==> src/rtl/rtcfe_pkg.sv <==
// Shared types, register map codes and BCD helpers for the RTC register front end.
`timescale 1ns / 1ps
`default_nettype none

package rtcfe_pkg;

    localparam int NVRAM_BYTES = 114;
    localparam int NVRAM_AW    = (NVRAM_BYTES > 1) ? $clog2(NVRAM_BYTES) : 1;

    typedef enum logic [2:0] {
        CMD_READ   = 3'd0,
        CMD_WRITE  = 3'd1,
        CMD_ALARM  = 3'd2,
        CMD_UPDATE = 3'd3,
        CMD_TICK   = 3'd4
    } cmd_e;

    // Register map, index = addr / 4
    localparam logic [6:0] REG_SEC     = 7'd0;
    localparam logic [6:0] REG_ASEC    = 7'd1;
    localparam logic [6:0] REG_MIN     = 7'd2;
    localparam logic [6:0] REG_AMIN    = 7'd3;
    localparam logic [6:0] REG_HOUR    = 7'd4;
    localparam logic [6:0] REG_AHOUR   = 7'd5;
    localparam logic [6:0] REG_WEEKDAY = 7'd6;
    localparam logic [6:0] REG_DATE    = 7'd7;
    localparam logic [6:0] REG_MONTH   = 7'd8;
    localparam logic [6:0] REG_YEAR    = 7'd9;
    localparam logic [6:0] REG_CTRL_A  = 7'd10;
    localparam logic [6:0] REG_CTRL_B  = 7'd11;
    localparam logic [6:0] REG_CTRL_C  = 7'd12;
    localparam logic [6:0] REG_CTRL_D  = 7'd13;
    localparam logic [6:0] NVRAM_BASE  = 7'd14;

    // Control B bits
    localparam int MB_PIE = 6;
    localparam int MB_AIE = 5;
    localparam int MB_UIE = 4;
    localparam int MB_DM  = 2;
    localparam int MB_24H = 1;
    localparam logic [7:0] MODE_RESET = 8'h06;

    // Control C flag bits (stored as a 4-bit field)
    localparam int EF_IRQF = 3;
    localparam int EF_PF   = 2;
    localparam int EF_AF   = 1;
    localparam int EF_UF   = 0;

    localparam logic [7:0] CTRL_D_VALUE = 8'h80;

    typedef struct packed {
        logic [2:0]  cmd;
        logic [23:0] addr;
        logic [2:0]  access_size;
        logic [7:0]  write_data;
    } req_t;

    typedef struct packed {
        logic [7:0] read_data;
        logic       handled;
        logic       irq_out;
    } rsp_t;

    typedef struct packed {
        logic                en;
        logic [NVRAM_AW-1:0] addr;
    } nv_rd_t;

    typedef struct packed {
        logic                en;
        logic [NVRAM_AW-1:0] addr;
        logic [7:0]          data;
    } nv_wr_t;

    // binary -> BCD; v/10 via multiply by 205 >> 11 (exact for 8-bit v)
    function automatic logic [8:0] enc_bcd(input logic [7:0] v);
        logic [15:0] prod;
        logic [4:0]  q;
        logic [7:0]  r;
        prod = 16'(v) * 16'd205;
        q    = prod[15:11];
        r    = v - (8'(q) * 8'd10);
        return {q, r[3:0]};
    endfunction

    // BCD -> binary, non-BCD nibbles pass through the same formula
    function automatic logic [7:0] dec_bcd(input logic [7:0] v);
        return (8'(v[7:4]) * 8'd10) + 8'(v[3:0]);
    endfunction

    function automatic logic [15:0] tick_top(input logic [3:0] rate);
        logic [15:0] top;
        case (rate)
            4'd1:    top = 16'd124;
            4'd2:    top = 16'd249;
            4'd3:    top = 16'd3;
            4'd4:    top = 16'd7;
            4'd5:    top = 16'd15;
            4'd6:    top = 16'd30;
            4'd7:    top = 16'd62;
            4'd8:    top = 16'd124;
            4'd9:    top = 16'd249;
            4'd10:   top = 16'd499;
            4'd11:   top = 16'd999;
            4'd12:   top = 16'd1999;
            4'd13:   top = 16'd3999;
            4'd14:   top = 16'd7999;
            4'd15:   top = 16'd15999;
            default: top = 16'hffff;
        endcase
        return top;
    endfunction

    function automatic logic bus_ok(input req_t r);
        return (r.cmd == CMD_READ || r.cmd == CMD_WRITE) && (r.access_size == 3'd1)
            && (r.addr[1:0] == 2'b00) && (r.addr[23:9] == '0);
    endfunction

    function automatic logic nv_hit(input logic [6:0] idx);
        logic [6:0] n;
        n = idx - NVRAM_BASE;
        return (idx >= NVRAM_BASE) && ({1'b0, n} < 8'(NVRAM_BYTES));
    endfunction

    function automatic logic [NVRAM_AW-1:0] nv_addr(input logic [6:0] idx);
        logic [6:0] n;
        n = idx - NVRAM_BASE;
        return n[NVRAM_AW-1:0];
    endfunction

    // Stored 24-hour BCD hour -> bus byte
    function automatic logic [7:0] hour_to_bus(input logic [5:0] h, input logic h24,
                                               input logic dm);
        logic [7:0] t;
        logic [8:0] e;
        logic [7:0] low;
        t = {2'b00, h};
        e = enc_bcd(dec_bcd({2'b00, h}) - 8'd12);
        if (!h24) begin
            if (h == 6'h00)
                t = 8'h12;
            else if (h == 6'h12)
                t = 8'h92;
            else if (h > 6'h12)
                t = {1'b1, e[6:0]};
        end
        low = dm ? dec_bcd({1'b0, t[6:0]}) : {1'b0, t[6:0]};
        return {t[7], low[6:0]};
    endfunction

    // Bus byte -> stored 24-hour BCD hour
    function automatic logic [5:0] hour_from_bus(input logic [7:0] d, input logic h24,
                                                 input logic dm);
        logic [8:0] t0;
        logic [8:0] t1;
        logic [8:0] pm;
        t0 = dm ? enc_bcd({1'b0, d[6:0]}) : {2'b00, d[6:0]};
        t1 = (t0 == 9'h012) ? 9'h000 : t0;
        pm = enc_bcd(dec_bcd(t1[7:0]) + 8'd12);
        if (h24)
            return t0[5:0];
        else if (d[7])
            return pm[5:0];
        else
            return t1[5:0];
    endfunction

endpackage

`default_nettype wire

==> src/rtl/rtcfe_ram.sv <==
// Generic single-port-write, registered-read RAM.
`timescale 1ns / 1ps
`default_nettype none

module rtcfe_ram #(
    parameter int WIDTH = 8,
    parameter int DEPTH = 16
) (
    input  wire logic                                     clk,
    input  wire logic                                     we,
    input  wire logic [((DEPTH > 1) ? $clog2(DEPTH) : 1)-1:0] waddr,
    input  wire logic [WIDTH-1:0]                         wdata,
    input  wire logic                                     re,
    input  wire logic [((DEPTH > 1) ? $clog2(DEPTH) : 1)-1:0] raddr,
    output logic [WIDTH-1:0]                              rdata
);

    logic [WIDTH-1:0] mem [DEPTH];

    always_ff @(posedge clk)
    begin
        if (we)
            mem[waddr] <= wdata;
        if (re)
            rdata <= mem[raddr];
    end

endmodule

`default_nettype wire

==> src/rtl/rtcfe_nvram.sv <==
// Battery RAM array: memory, per-byte valid bits for reset-to-zero, write forwarding.
`timescale 1ns / 1ps
`default_nettype none

module rtcfe_nvram (
    input  wire logic              clk,
    input  wire logic              rst_n,
    input  wire rtcfe_pkg::nv_rd_t rd,
    input  wire rtcfe_pkg::nv_wr_t wr,
    output logic [7:0]             rdata
);

    logic [rtcfe_pkg::NVRAM_BYTES-1:0] valid_reg;
    logic [rtcfe_pkg::NVRAM_AW-1:0]    addr_reg;
    logic                              fwd_reg;
    logic [7:0]                        fwd_data_reg;
    logic [7:0]                        ram_q;

    rtcfe_ram #(
        .WIDTH (8),
        .DEPTH (rtcfe_pkg::NVRAM_BYTES)
    ) u_ram (
        .clk   (clk),
        .we    (wr.en),
        .waddr (wr.addr),
        .wdata (wr.data),
        .re    (rd.en),
        .raddr (rd.addr),
        .rdata (ram_q)
    );

    always_ff @(posedge clk or negedge rst_n)
    begin
        if (!rst_n) begin
            valid_reg <= '0;
            fwd_reg   <= 1'b0;
        end else begin
            if (wr.en)
                valid_reg[wr.addr] <= 1'b1;
            if (rd.en)
                fwd_reg <= wr.en && (wr.addr == rd.addr);
        end
    end

    // write landing in the same cycle as the read: RAM returns old data
    always_ff @(posedge clk)
    begin
        if (rd.en) begin
            addr_reg     <= rd.addr;
            fwd_data_reg <= wr.data;
        end
    end

    always_comb
    begin
        if (fwd_reg)
            rdata = fwd_data_reg;
        else if (valid_reg[addr_reg])
            rdata = ram_q;
        else
            rdata = 8'h00;
    end

    a_fwd_data: assert property (@(posedge clk) disable iff (!rst_n)
        (rd.en && wr.en && (wr.addr == rd.addr)) |=> (rdata == $past(wr.data)))
        else $error("nvram read-after-write forwarding returned stale data");

endmodule

`default_nettype wire

==> src/rtl/rtcfe_regs.sv <==
// Clock/alarm/control registers, bus decode and event flag logic.
`timescale 1ns / 1ps
`default_nettype none

module rtcfe_regs (
    input  wire logic              clk,
    input  wire logic              rst_n,
    input  wire logic              commit,
    input  wire rtcfe_pkg::req_t   item,
    input  wire logic [7:0]        nv_rdata,
    output rtcfe_pkg::rsp_t        result,
    output rtcfe_pkg::nv_wr_t      nv_wr
);

    logic [6:0]  sec_reg, sec_next;
    logic [6:0]  min_reg, min_next;
    logic [5:0]  hour_reg, hour_next;
    logic [6:0]  asec_reg, asec_next;
    logic [6:0]  amin_reg, amin_next;
    logic [5:0]  ahour_reg, ahour_next;
    logic [2:0]  weekday_reg, weekday_next;
    logic [5:0]  date_reg, date_next;
    logic [4:0]  month_reg, month_next;
    logic [7:0]  year_reg, year_next;
    logic [3:0]  rate_reg, rate_next;
    logic [2:0]  divider_reg, divider_next;
    logic [7:0]  mode_reg, mode_next;
    logic [3:0]  flags_reg, flags_next;
    logic [15:0] tick_reg, tick_next;

    logic [6:0]  idx;
    logic        ok;
    logic        is_wr;
    logic        dm;
    logic        h24;
    logic [8:0]  store_val;
    logic [5:0]  hour_wr_val;
    logic [7:0]  field_raw;
    logic [7:0]  field_bus;
    logic [7:0]  hour_bus;
    logic        tick_fire;
    logic        clr_flags;
    logic [7:0]  rd;
    logic        handled;

    assign idx   = item.addr[8:2];
    assign ok    = rtcfe_pkg::bus_ok(item);
    assign is_wr = (item.cmd == rtcfe_pkg::CMD_WRITE);
    assign dm    = mode_reg[rtcfe_pkg::MB_DM];
    assign h24   = mode_reg[rtcfe_pkg::MB_24H];

    assign store_val   = dm ? rtcfe_pkg::enc_bcd(item.write_data) : {1'b0, item.write_data};
    assign hour_wr_val = rtcfe_pkg::hour_from_bus(item.write_data, h24, dm);
    assign hour_bus    = rtcfe_pkg::hour_to_bus((idx == rtcfe_pkg::REG_AHOUR) ? ahour_reg
                                                                               : hour_reg,
                                                h24, dm);
    assign tick_fire   = (tick_reg >= rtcfe_pkg::tick_top(rate_reg));

    always_comb
    begin
        unique case (idx)
            rtcfe_pkg::REG_SEC:     field_raw = {1'b0, sec_reg};
            rtcfe_pkg::REG_ASEC:    field_raw = {1'b0, asec_reg};
            rtcfe_pkg::REG_MIN:     field_raw = {1'b0, min_reg};
            rtcfe_pkg::REG_AMIN:    field_raw = {1'b0, amin_reg};
            rtcfe_pkg::REG_WEEKDAY: field_raw = {5'b0, weekday_reg};
            rtcfe_pkg::REG_DATE:    field_raw = {2'b0, date_reg};
            rtcfe_pkg::REG_MONTH:   field_raw = {3'b0, month_reg};
            default:                field_raw = year_reg;
        endcase
        field_bus = dm ? rtcfe_pkg::dec_bcd(field_raw) : field_raw;
    end

    always_comb
    begin
        sec_next     = sec_reg;
        min_next     = min_reg;
        hour_next    = hour_reg;
        asec_next    = asec_reg;
        amin_next    = amin_reg;
        ahour_next   = ahour_reg;
        weekday_next = weekday_reg;
        date_next    = date_reg;
        month_next   = month_reg;
        year_next    = year_reg;
        rate_next    = rate_reg;
        divider_next = divider_reg;
        mode_next    = mode_reg;
        flags_next   = flags_reg;
        tick_next    = tick_reg;
        nv_wr        = '0;
        rd           = 8'h00;
        handled      = 1'b0;
        clr_flags    = 1'b0;

        case (item.cmd) inside
            rtcfe_pkg::CMD_READ, rtcfe_pkg::CMD_WRITE: begin
                if (ok) begin
                    handled = 1'b1;
                    unique case (idx)
                        rtcfe_pkg::REG_SEC:
                            if (is_wr) sec_next = store_val[6:0];
                            else       rd = field_bus;
                        rtcfe_pkg::REG_ASEC:
                            if (is_wr) asec_next = store_val[6:0];
                            else       rd = field_bus;
                        rtcfe_pkg::REG_MIN:
                            if (is_wr) min_next = store_val[6:0];
                            else       rd = field_bus;
                        rtcfe_pkg::REG_AMIN:
                            if (is_wr) amin_next = store_val[6:0];
                            else       rd = field_bus;
                        rtcfe_pkg::REG_HOUR:
                            if (is_wr) hour_next = hour_wr_val;
                            else       rd = hour_bus;
                        rtcfe_pkg::REG_AHOUR:
                            if (is_wr) ahour_next = hour_wr_val;
                            else       rd = hour_bus;
                        rtcfe_pkg::REG_WEEKDAY:
                            if (is_wr) weekday_next = store_val[2:0];
                            else       rd = field_bus;
                        rtcfe_pkg::REG_DATE:
                            if (is_wr) date_next = store_val[5:0];
                            else       rd = field_bus;
                        rtcfe_pkg::REG_MONTH:
                            if (is_wr) month_next = store_val[4:0];
                            else       rd = field_bus;
                        rtcfe_pkg::REG_YEAR:
                            if (is_wr) year_next = store_val[7:0];
                            else       rd = field_bus;
                        rtcfe_pkg::REG_CTRL_A:
                            if (is_wr) begin
                                divider_next = item.write_data[6:4];
                                rate_next    = item.write_data[3:0];
                            end else begin
                                rd = {1'b0, divider_reg, rate_reg};
                            end
                        rtcfe_pkg::REG_CTRL_B:
                            if (is_wr) mode_next = item.write_data;
                            else       rd = mode_reg;
                        rtcfe_pkg::REG_CTRL_C:
                            if (!is_wr) begin
                                rd         = {flags_reg, 4'b0000};
                                flags_next = '0;
                                clr_flags  = 1'b1;
                            end
                        rtcfe_pkg::REG_CTRL_D:
                            if (!is_wr) rd = rtcfe_pkg::CTRL_D_VALUE;
                        default:
                            if (rtcfe_pkg::nv_hit(idx)) begin
                                if (is_wr) begin
                                    nv_wr.en   = commit;
                                    nv_wr.addr = rtcfe_pkg::nv_addr(idx);
                                    nv_wr.data = item.write_data;
                                end else begin
                                    rd = nv_rdata;
                                end
                            end
                    endcase
                end
            end
            rtcfe_pkg::CMD_ALARM: begin
                handled = 1'b1;
                if (!flags_reg[rtcfe_pkg::EF_AF]) begin
                    flags_next[rtcfe_pkg::EF_AF] = 1'b1;
                    if (mode_reg[rtcfe_pkg::MB_AIE])
                        flags_next[rtcfe_pkg::EF_IRQF] = 1'b1;
                end
            end
            rtcfe_pkg::CMD_UPDATE: begin
                handled = 1'b1;
                if (!flags_reg[rtcfe_pkg::EF_UF]) begin
                    flags_next[rtcfe_pkg::EF_UF] = 1'b1;
                    if (mode_reg[rtcfe_pkg::MB_UIE])
                        flags_next[rtcfe_pkg::EF_IRQF] = 1'b1;
                end
            end
            rtcfe_pkg::CMD_TICK: begin
                handled = 1'b1;
                if (tick_fire) begin
                    tick_next = '0;
                    if (!flags_reg[rtcfe_pkg::EF_PF]) begin
                        flags_next[rtcfe_pkg::EF_PF] = 1'b1;
                        if (mode_reg[rtcfe_pkg::MB_PIE])
                            flags_next[rtcfe_pkg::EF_IRQF] = 1'b1;
                    end
                end else begin
                    tick_next = tick_reg + 16'd1;
                end
            end
            default: ;
        endcase
    end

    assign result.read_data = rd;
    assign result.handled   = handled;
    assign result.irq_out   = flags_next[rtcfe_pkg::EF_IRQF];

    always_ff @(posedge clk or negedge rst_n)
    begin
        if (!rst_n) begin
            sec_reg     <= 7'h00;
            min_reg     <= 7'h57;
            hour_reg    <= 6'h19;
            asec_reg    <= 7'h00;
            amin_reg    <= 7'h00;
            ahour_reg   <= 6'h00;
            weekday_reg <= 3'd5;
            date_reg    <= 6'h01;
            month_reg   <= 5'h01;
            year_reg    <= 8'h22;
            rate_reg    <= 4'd0;
            divider_reg <= 3'd0;
            mode_reg    <= rtcfe_pkg::MODE_RESET;
            flags_reg   <= 4'd0;
            tick_reg    <= 16'd0;
        end else if (commit) begin
            sec_reg     <= sec_next;
            min_reg     <= min_next;
            hour_reg    <= hour_next;
            asec_reg    <= asec_next;
            amin_reg    <= amin_next;
            ahour_reg   <= ahour_next;
            weekday_reg <= weekday_next;
            date_reg    <= date_next;
            month_reg   <= month_next;
            year_reg    <= year_next;
            rate_reg    <= rate_next;
            divider_reg <= divider_next;
            mode_reg    <= mode_next;
            flags_reg   <= flags_next;
            tick_reg    <= tick_next;
        end
    end

    // IRQF only comes up together with a newly raised event flag
    a_irq_cause: assert property (@(posedge clk) disable iff (!rst_n)
        (commit && flags_next[rtcfe_pkg::EF_IRQF] && !flags_reg[rtcfe_pkg::EF_IRQF])
        |-> (flags_next[2:0] != flags_reg[2:0]))
        else $error("IRQF set without a new event flag");

    a_ctrl_c_clear: assert property (@(posedge clk) disable iff (!rst_n)
        (commit && clr_flags) |=> (flags_reg == 4'd0))
        else $error("control C read did not clear the flags");

endmodule

`default_nettype wire

==> src/rtl/cmos_rtc_register_front_end_top.sv <==
// Top level of the RTC register front end: input stage, result register, submodules.
// A transaction accepted into stage 1 is handled by rtcfe_regs, and its result is registered
// in the result register that drives rsp; a stall on rsp_ready holds it in stage 1.
// Throughput: one transaction per cycle while rsp_ready does not stall; stage 1 holds the item
// while the NVRAM read completes, the result register decouples the response side.
// Reset (rst_n, async low): time/date/control registers go to power-on values,
// NVRAM reads zero through per-byte valid bits; the block is usable right after reset.
`timescale 1ns / 1ps
`default_nettype none

module cmos_rtc_register_front_end_top (
    input  wire logic            clk,
    input  wire logic            rst_n,
    input  wire logic            req_valid,
    output logic                 req_ready,
    input  wire rtcfe_pkg::req_t req,
    output logic                 rsp_valid,
    input  wire logic            rsp_ready,
    output rtcfe_pkg::rsp_t      rsp
);

    logic              s1_valid_reg, s1_valid_next;
    rtcfe_pkg::req_t   s1_item_reg;
    logic              out_valid_reg, out_valid_next;
    rtcfe_pkg::rsp_t   out_item_reg;
    logic              accept;
    logic              advance;
    rtcfe_pkg::nv_rd_t nv_rd;
    rtcfe_pkg::nv_wr_t nv_wr;
    logic [7:0]        nv_rdata;
    rtcfe_pkg::rsp_t   result;

    assign advance   = s1_valid_reg && (!out_valid_reg || rsp_ready);
    assign req_ready = !s1_valid_reg || advance;
    assign accept    = req_valid && req_ready;

    // NVRAM read goes out with the transaction so data lines up with stage 1
    assign nv_rd.en   = accept && (req.cmd == rtcfe_pkg::CMD_READ) && rtcfe_pkg::bus_ok(req)
                        && rtcfe_pkg::nv_hit(req.addr[8:2]);
    assign nv_rd.addr = rtcfe_pkg::nv_addr(req.addr[8:2]);

    rtcfe_nvram u_nvram (
        .clk   (clk),
        .rst_n (rst_n),
        .rd    (nv_rd),
        .wr    (nv_wr),
        .rdata (nv_rdata)
    );

    rtcfe_regs u_regs (
        .clk      (clk),
        .rst_n    (rst_n),
        .commit   (advance),
        .item     (s1_item_reg),
        .nv_rdata (nv_rdata),
        .result   (result),
        .nv_wr    (nv_wr)
    );

    always_comb
    begin
        s1_valid_next  = accept || (s1_valid_reg && !advance);
        out_valid_next = advance || (out_valid_reg && !rsp_ready);
    end

    always_ff @(posedge clk or negedge rst_n)
    begin
        if (!rst_n) begin
            s1_valid_reg  <= 1'b0;
            out_valid_reg <= 1'b0;
        end else begin
            s1_valid_reg  <= s1_valid_next;
            out_valid_reg <= out_valid_next;
        end
    end

    always_ff @(posedge clk)
    begin
        if (accept)
            s1_item_reg <= req;
        if (advance)
            out_item_reg <= result;
    end

    assign rsp_valid = out_valid_reg;
    assign rsp       = out_item_reg;

    a_s1_hold: assert property (@(posedge clk) disable iff (!rst_n)
        (s1_valid_reg && !advance) |=> (s1_valid_reg && $stable(s1_item_reg)))
        else $error("stage 1 transaction lost while stalled");

endmodule

`default_nettype wire

==> config.mk <==
export PLATFORM = sky130hd
export DESIGN_NAME = cmos_rtc_register_front_end_top
export DESIGN_NICKNAME = d
export VERILOG_FILES = /design/src/rtl/rtcfe_pkg.sv /design/src/rtl/rtcfe_ram.sv /design/src/rtl/rtcfe_nvram.sv /design/src/rtl/rtcfe_regs.sv /design/src/rtl/cmos_rtc_register_front_end_top.sv
export SDC_FILE = /design/constraint.sdc
export NUM_CORES = 2
export LEC_CHECK = 0
export ABC_AREA = 0
export BUFFER_PORTS_ARGS = -buffer_cell sky130_fd_sc_hd__buf_2
export CORE_MARGIN = 8
export CORE_UTILIZATION = 64
export CTS_CLUSTER_SIZE = 24
export DETAILED_ROUTE_END_ITERATION = 12
export PLACE_DENSITY_LB_ADDON = 0.15
export SLEW_MARGIN = 20
export SYNTH_ARGS = -nofsm -noshare
export SYNTH_HDL_FRONTEND = slang
export SYNTH_HIERARCHICAL = 1
export SYNTH_SLANG_ARGS = --single-unit
==> constraint.sdc <==
create_clock -name clk -period 14.4 [get_ports clk]
set_input_delay 2.88 -clock clk [delete_from_list [all_inputs] [get_ports clk]]
set_output_delay 2.88 -clock clk [all_outputs]
set_load 0.02 [all_outputs]
# After elaboration in Yosys (flattened, before gate mapping)
# Memory sizes are Yosys's and may differ from the RTL's. A register that Yosys moved wholly into a read port is not among the register bits.
# Cells that the tools add are included.
[word_totals]
regBits = 277
input_bits = 42
mem_bits_ro = 256
ram_bits = 912
elab_cells = 223
out_inout_bits = 12
memories = 2
latchBits = 0
[mem_list]
columns = ["memory", "words", "word_bits", "read_ports", "rd_clocked_by_memory_dff", "write_ports", "line", "text"]
rows = [
  ["u_nvram.u_ram.mem", 114, 8, 1, 1, 1, "rtcfe_ram.sv:18", "logic [WIDTH-1:0] mem [DEPTH];"],
  ["(no name shown)", 16, 16, 1, 0, 0, "rtcfe_pkg.sv:93", "case (rate)"],
]
[classes]
eq_ne = 28
order_cmp = 9
bitwise_logic = 4
shifts = 0
add_sub_neg = 13
reduce_logical = 60
n_div = 0
muxes = 64
multipliers = 12
[ops]
columns = ["operator", "count"]
rows = [
  ["two-way mux 8 bit", 17],
  ["bitwise OR 114 bit", 1],
  ["two-way mux 16 bit", 6],
  ["AND reduction 5 bit", 14],
  ["case mux 8 bit (7 select lines)", 1],
  ["multiplier 8 x 8 -> 16 bit, second input constant", 3],
  ["case mux 8 bit (6 select lines)", 1],
  ["== test 7 x 4 -> 1 bit, second input constant", 6],
  ["logical NOT 15 bit", 2],
  ["== test 7 x 3 -> 1 bit, second input constant", 4],
  ["two-way mux 1 bit", 27],
  ["two-way mux 6 bit", 3],
  ["logical AND 1 bit", 17],
  ["adder 16 x 1 -> 16 bit, second input constant", 1],
  ["adder 8 x 4 -> 8 bit", 2],
  ["greater-or-equal comparator 16 bit", 1],
  ["less-than comparator 7 x 8 -> 1 bit, second input constant", 2],
  ["subtractor 4 bit", 4],
  ["multiplier 5 x 3 -> 3 bit, second input constant", 3],
  ["multiplier 7 x 8 -> 15 bit, second input constant", 1],
  ["== test 7 x 2 -> 1 bit, second input constant", 2],
  ["greater-or-equal comparator 7 x 4 -> 1 bit, second input constant", 2],
  ["less-than comparator 7 bit, second input constant", 2],
  ["multiplier 4 x 3 -> 7 bit, second input constant", 2],
  ["other kinds (38)", 66],
]

# Longest topological paths before layout
[depth]
word_depth = 17
depth_mapped = 49
depth_no_buf = 49

# Hierarchy
# The synthesis kept the hierarchy.
[by_module_without_submodules]
columns = ["mod", "cells_per_inst", "seq_area_each_um2", "area_per_inst_um2", "instances"]
rows = [
  ["rtcfe_ram", 1782, 27626.5, 36188.5, 1],
  ["rtcfe_regs", 1306, 2447.3, 11527.3, 1],
  ["rtcfe_nvram", 432, 3328.2, 5830.6, 1],
  ["cmos_rtc_register_front_end_top", 78, 1491.4, 1701.6, 1],
]

# Worst setup path after synthesis
# No wires, ideal clock.
[synth_path]
kind = "register -> register"
startpoint = "register s1_item_reg[2] in the netlist's numbering"
endpoint = "register u_regs.ahour_reg[3]"
t_required_ns = 14.254
path_stages_with_launch = 48
n_path_buf = 0
arrival_time_ns = 10.868
path_slack_ns = 3.386
period_less_slack_ns = 11.014
cell_sequence = "edfxtp_1 -> ha_1 -> ha_1 -> fa_1 -> inv_1 -> fa_1 -> inv_1 -> ha_1 -> o311ai_0 -> a311o_1 -> nand3_1 -> ha_1 -> fa_1 -> xor2_1 -> a21o_1 -> a211oi_1 -> nor3_1 -> nor3_1 -> (+12 left out) -> fa_1 -> fa_1 -> fa_1 -> inv_1 -> ha_1 -> a21o_1 -> a31oi_1 -> o21ai_0 -> xnor2_1 -> inv_1 -> ha_1 -> inv_1 -> fa_1 -> xnor2_1 -> xnor2_1 -> or3_1 -> a2111oi_0 -> a311oi_1"
[synth_between]
elab_chain_len = 14
[synth_lines]
columns = ["element", "line", "text"]
rows = [
  ["from (decl)", "cmos_rtc_register_front_end_top.sv:23", "rtcfe_pkg::req_t s1_item_reg;"],
  ["from (signal assigned)", "cmos_rtc_register_front_end_top.sv:80", "s1_item_reg <= req;"],
  ["multiplier 7 x 8 -> 15 bit", "rtcfe_pkg.sv:80", "prod = 16'(v) * 16'd205;"],
  ["multiplier 4 x 3 -> 3 bit", "rtcfe_pkg.sv:82", "r = v - (8'(q) * 8'd10);"],
  ["subtractor 4 bit", "rtcfe_pkg.sv:82", ""],
  ["two-way mux 8 bit (*)", "rtcfe_pkg.sv:157", "t0 = dm ? enc_bcd({1'b0, d[6:0]}) : {2'b00, d[6:0]};"],
  ["== test 9 x 5 -> 1 bit", "rtcfe_pkg.sv:158", "t1 = (t0 == 9'h012) ? 9'h000 : t0;"],
  ["two-way mux 8 bit", "rtcfe_pkg.sv:158", ""],
  ["multiplier 4 x 3 -> 7 bit", "rtcfe_pkg.sv:88", "return (8'(v[7:4]) * 8'd10) + 8'(v[3:0]);"],
  ["adder 8 x 4 -> 8 bit", "rtcfe_pkg.sv:88", ""],
  ["adder 8 x 4 -> 8 bit", "rtcfe_pkg.sv:159", "pm = enc_bcd(dec_bcd(t1[7:0]) + 8'd12);"],
  ["multiplier 8 x 8 -> 16 bit", "rtcfe_pkg.sv:80", ""],
  ["multiplier 5 x 3 -> 3 bit", "rtcfe_pkg.sv:82", ""],
  ["subtractor 4 bit", "rtcfe_pkg.sv:82", ""],
  ["two-way mux 6 bit", "rtcfe_pkg.sv:162", "else if (d[7])"],
  ["two-way mux 6 bit (*)", "rtcfe_pkg.sv:160", "if (h24)"],
  ["to (signal assigned)", "rtcfe_regs.sv:223", "ahour_reg <= ahour_next;"],
  ["to (decl)", "rtcfe_regs.sv:20", "logic [5:0] ahour_reg, ahour_next;"],
]
# Mark *: on every way between the ends. The rest lies on a longest branch, timed or not.
# A chain may end at the register's enable or synchronous reset.

# Worst setup path after layout
[layout_path]
startpoint = "register s1_item_reg[3] in the netlist's numbering"
endpoint = "register u_regs.ahour_reg[3]"
# Same word-level chain as after synthesis.

==> results.yml <==
clock_tree:
  ctsHoldBuffers: 0
  clock_tree.root_cell: "clkbuf_16"
  cts_resized: 0
  cts_tree: "done"
  cts.path.max_buffers: 3
  clock-sinks: 1197
  htree_levels: 3
  clkLatencyLatePin_ns: 0.69
  clkTransAtPathRegs_ns: 0.07
  post_cts_buffers: 0
  cts_buffers: 113
route:
  wl_microns: 138100
  antenna_left: 0
  first_pass_iters: 6
  wire_per_inst_microns: 28.19
  drt_iter0_markers: 4080
  drt-vias-per-instance: 6.759
  drcViolationCount: 0
  dr_total_vias: 33110
logic_synthesis:
  synth_edf_count: 983
  synthArstFlopShare: 0.1788
  ys_ff_latch: 1197
  synth.distinct_cells: 108
  yosys_warnings: 6
  synth.avg_cell_area_sq_um: 15.36
  synth_flop_cell: "edfxtp_1"
  syn_inst: 3598
  synth_nets: 3885
  syn-cell-area_sq_um: 55250
  ys_seq_area_frac: 0.6316
die:
  die_h_microns: 309.8
  rows: 107
  start_util: 0.6468
  die_area_sq_um: 95980
  dieWidth_microns: 309.8
  core_area_sq_um: 85410
  ios: 54
global_routing:
  global_route.usage.met3: 0.05671
  grt_pass1_wl_microns: 207300
  busiest_layer: "met2"
  grt_use_total: 0.2880
  grt_max_degree: 132
  grt.met1_usage: 0.3940
  gr-usage-met2: 0.4669
  grt_pass1_vias: 33370
  grt_overflow: 0
  antenna_found_initial: 1
setup_path:
  crit_arrival_ns: 13.16
  worst-endpoint-required_ns: 14.91
  endpoint_kind: "flip-flop"
  slowest_delay_ns: 0.75
  critPathMaxFanout: 16
  rr_startpoint: "s1_item_reg[3]$_DFFE_PP_"
  crit_path_frequent_cell: "ha_1"
  reg2regPathDepth: 47
  crit_slowest_cell: "edfxtp_1"
  startpoint_type: "flip-flop"
  r2r_end: "u_regs/ahour_reg[3]$_DFFE_PN0P_"
  path_class: "reg -> reg"
  rrSetupSlack_ns: 1.75
final_layout:
  fillers: 5520
  area_growth_pct: 9.369
  final_area_sq_um: 60420
  register_area_sq_um: 34890
  multi_input_area_sq_um: 18870
  drive_gt1_frac: 0.1508
  num_antenna_cells: 0
  finalNetCount: 3947
  largest_register_ffs: 912
worst_hold_path:
  holdCritStartpoint: "u_nvram/valid_reg[32]$_DFFE_PN0P_"
  hold-path-endpoint: "u_nvram/valid_reg[32]$_DFFE_PN0P_"
  min_path_type: "reg -> reg"
  hold_path_depth: 1
timing:
  finalHoldViolCount: 0
  final-setup-viol-count: 0
  tns_ns: 0
  slew_headroom: 0.2003
  grt_setup_unrepaired: "no"
  clock.fmax_mhz: 79.03
  period_needed_ns: 12.65
  finalMaxSlewViolations: 0
  min_period_over_period: 0.8787
  worst_clock_skew_ns: 0.02866
  worst_slew_pin_slew_ns: 1.190
pwr:
  intPower_mw: 8.445
  peakVddDrop_mv: 1.348
  p_sw_mw: 4.951
  power_frac_seq: 0.279
  clkPwrFrac: 0.228
  pwr-share-comb: 0.493
  leakage_nw: 25.25
  powerDensity_nw_per_um2: 221.7
  switching_share: 0.3696
job:
  cap_viol_max_count: 0
place:
  gp_congestion: 0.9204
  io_buffers: 53
  place_area_sq_um: 56540
  dp_hpwl_microns: 88760
outcome:
  outcome: "finished, final reports clean"
[power groups by stage]
stage	Sequential [mW]	Combinational [mW]	Clock, mW
5_1_grt	3.74	7.48	3.21
3_3_place_gp	3.81	6.47	0
2_1_floorplan	3.81	5.30	0
3_5_place_dp	3.81	6.68	0
4_1_cts	3.74	6.74	3.09
6_report	3.74	6.61	3.05
[how the worst max path moves through the flow]
| stage | startpoint | to | slack [ns] | cells after the start |
|---|---|---|---|---|
| 6_report | s1_item_reg[3]$_DFFE_PP_ | u_regs/ahour_reg[3]$_DFFE_PN0P_ | 1.75 | 47 |
| 5_1_grt | s1_item_reg[3]$_DFFE_PP_ | u_regs/ahour_reg[3]$_DFFE_PN0P_ | 0.77 | 47 |
| 4_1_cts | s1_item_reg[3]$_DFFE_PP_ | u_regs/ahour_reg[3]$_DFFE_PN0P_ | 1.70 | 47 |
| 3_5_place_dp | s1_item_reg[3]$_DFFE_PP_ | u_regs/ahour_reg[3]$_DFFE_PN0P_ | 1.77 | 47 |
| 3_3_place_gp | s1_item_reg[3]$_DFFE_PP_ | u_regs/ahour_reg[3]$_DFFE_PN0P_ | 2.04 | 47 |
| 2_1_floorplan | s1_item_reg[2]$_DFFE_PP_ | u_regs/ahour_reg[3]$_DFFE_PN0P_ | 3.39 | 47 |
[cell usage in the layout, fill, tap and decap left out, drive strengths merged, types with 8 or more instances in the layout]
cell and count:
a211oi 9, ha 194, dfstp 16, xnor2 40, mux2 44, mux2i 158
or3 8, a31oi 24, nand2 181, o21bai 27, a2111oi 11, o22ai 9
bufinv 17, and2 18, edfxtp 983, nor2 252, nand3 83, fa 51
buf 114, o21ai 86, nand4 29, clkinv 36, mux4 205, a221oi 9
dfrtp 198, a21boi 9, a21oi 97, nor3 47, and3 16, o211ai 20
nand2b 32, o21a 8, a22oi 80, clkbuf 150, a21o 110, a22o 14
nor4 22, xor2 25, nor2b 40, inv 167
[critical path: cells and delay by family (launching register included)]
| kind | cells | cell delay, ns |
|---|---|---|
| adders and majority gates | 17 | 6.12 |
| AOI/OAI and AO/OA | 10 | 2.85 |
| and+or+nand+nor | 6 | 1.34 |
| xor gates and xnor gates | 6 | 0.99 |
| DFF | 1 | 0.75 |
| buffers and inverters | 8 | 0.45 |
[synth_stat cells, types with 16 or more instances]
cell      instances  area (sq um)
a31oi_1          22         137.6
edfxtp_1        983         29520
dfrtp_1         198          4955
and2_1           17         106.4
o211ai_1         19         142.6
mux2i_1         158          1582
a21o_1          110         825.8
clkbuf_1         75         281.5
buf_4            19         142.6
nor4_1           16         100.1
inv_1           161         604.3
o21bai_1         27         202.7
a21oi_1          96         480.5
o21ai_0          81         405.4
buf_2            35         175.2
mux4_1           37         972.2
mux4_2          166          3739
xor2_1           24         210.2
ha_1            194          2427
a22oi_1          80         600.6
nor2b_1          40         250.2
fa_1             51          1021
mux2_2           43         484.2
and3_1           16         100.1
nor3_1           43         215.2
nand2_1         181         679.4
nand2b_1         32         200.2
nand3_1          83         415.4
nand4_1          29         181.4
nor2_1          252         945.9
dfstp_2          16         420.4
buf_6            23         259.0
xnor2_1          39         341.6
[cells by family after synthesis]
group	after synthesis	synth area share
AOI/OAI and AO/OA	585	0.07437
buffers and inverters	333	0.03010
muxes	407	0.1238
DFF	1197	0.6316
and+or+nand+nor	764	0.06631
xor gates and xnor gates	67	0.01139
adders and majority gates	245	0.06242
[through the flow]
stage	hold WS, ns	power (mW)	util	worst slack, ns	cells
after floorplan	0.4196	9.102	-	3.386	3598
after global placement	0.4288	10.28	0.6620	2.043	4686
after detailed placement	0.4384	10.49	0.6620	1.770	4686
after CTS	0.4512	13.57	0.7064	1.701	4895
after global routing	0.4643	14.43	0.7074	0.7717	4898
final	0.4477	13.40	0.7074	1.747	4898
[per-layer routing]
layer | up-vias | share of wire
li1 | 14020 | -
met1 | 16890 | 0.39
met2 | 1832 | 0.48
met3 | 359 | 0.095
met4 | 2 | 0.037
met5 | - | 0.00010
[cell type report]
type	count	area share
multi-input cells	2068	0.3122
repair buffers	115	0.01354
clock inverters	60	0.01240
well taps	1144	0.02369
clock buffers	149	0.05038
flip-flops and latches	1197	0.5775
inverters	165	0.01027
Note: power is estimated with default switching activity, not from simulation.
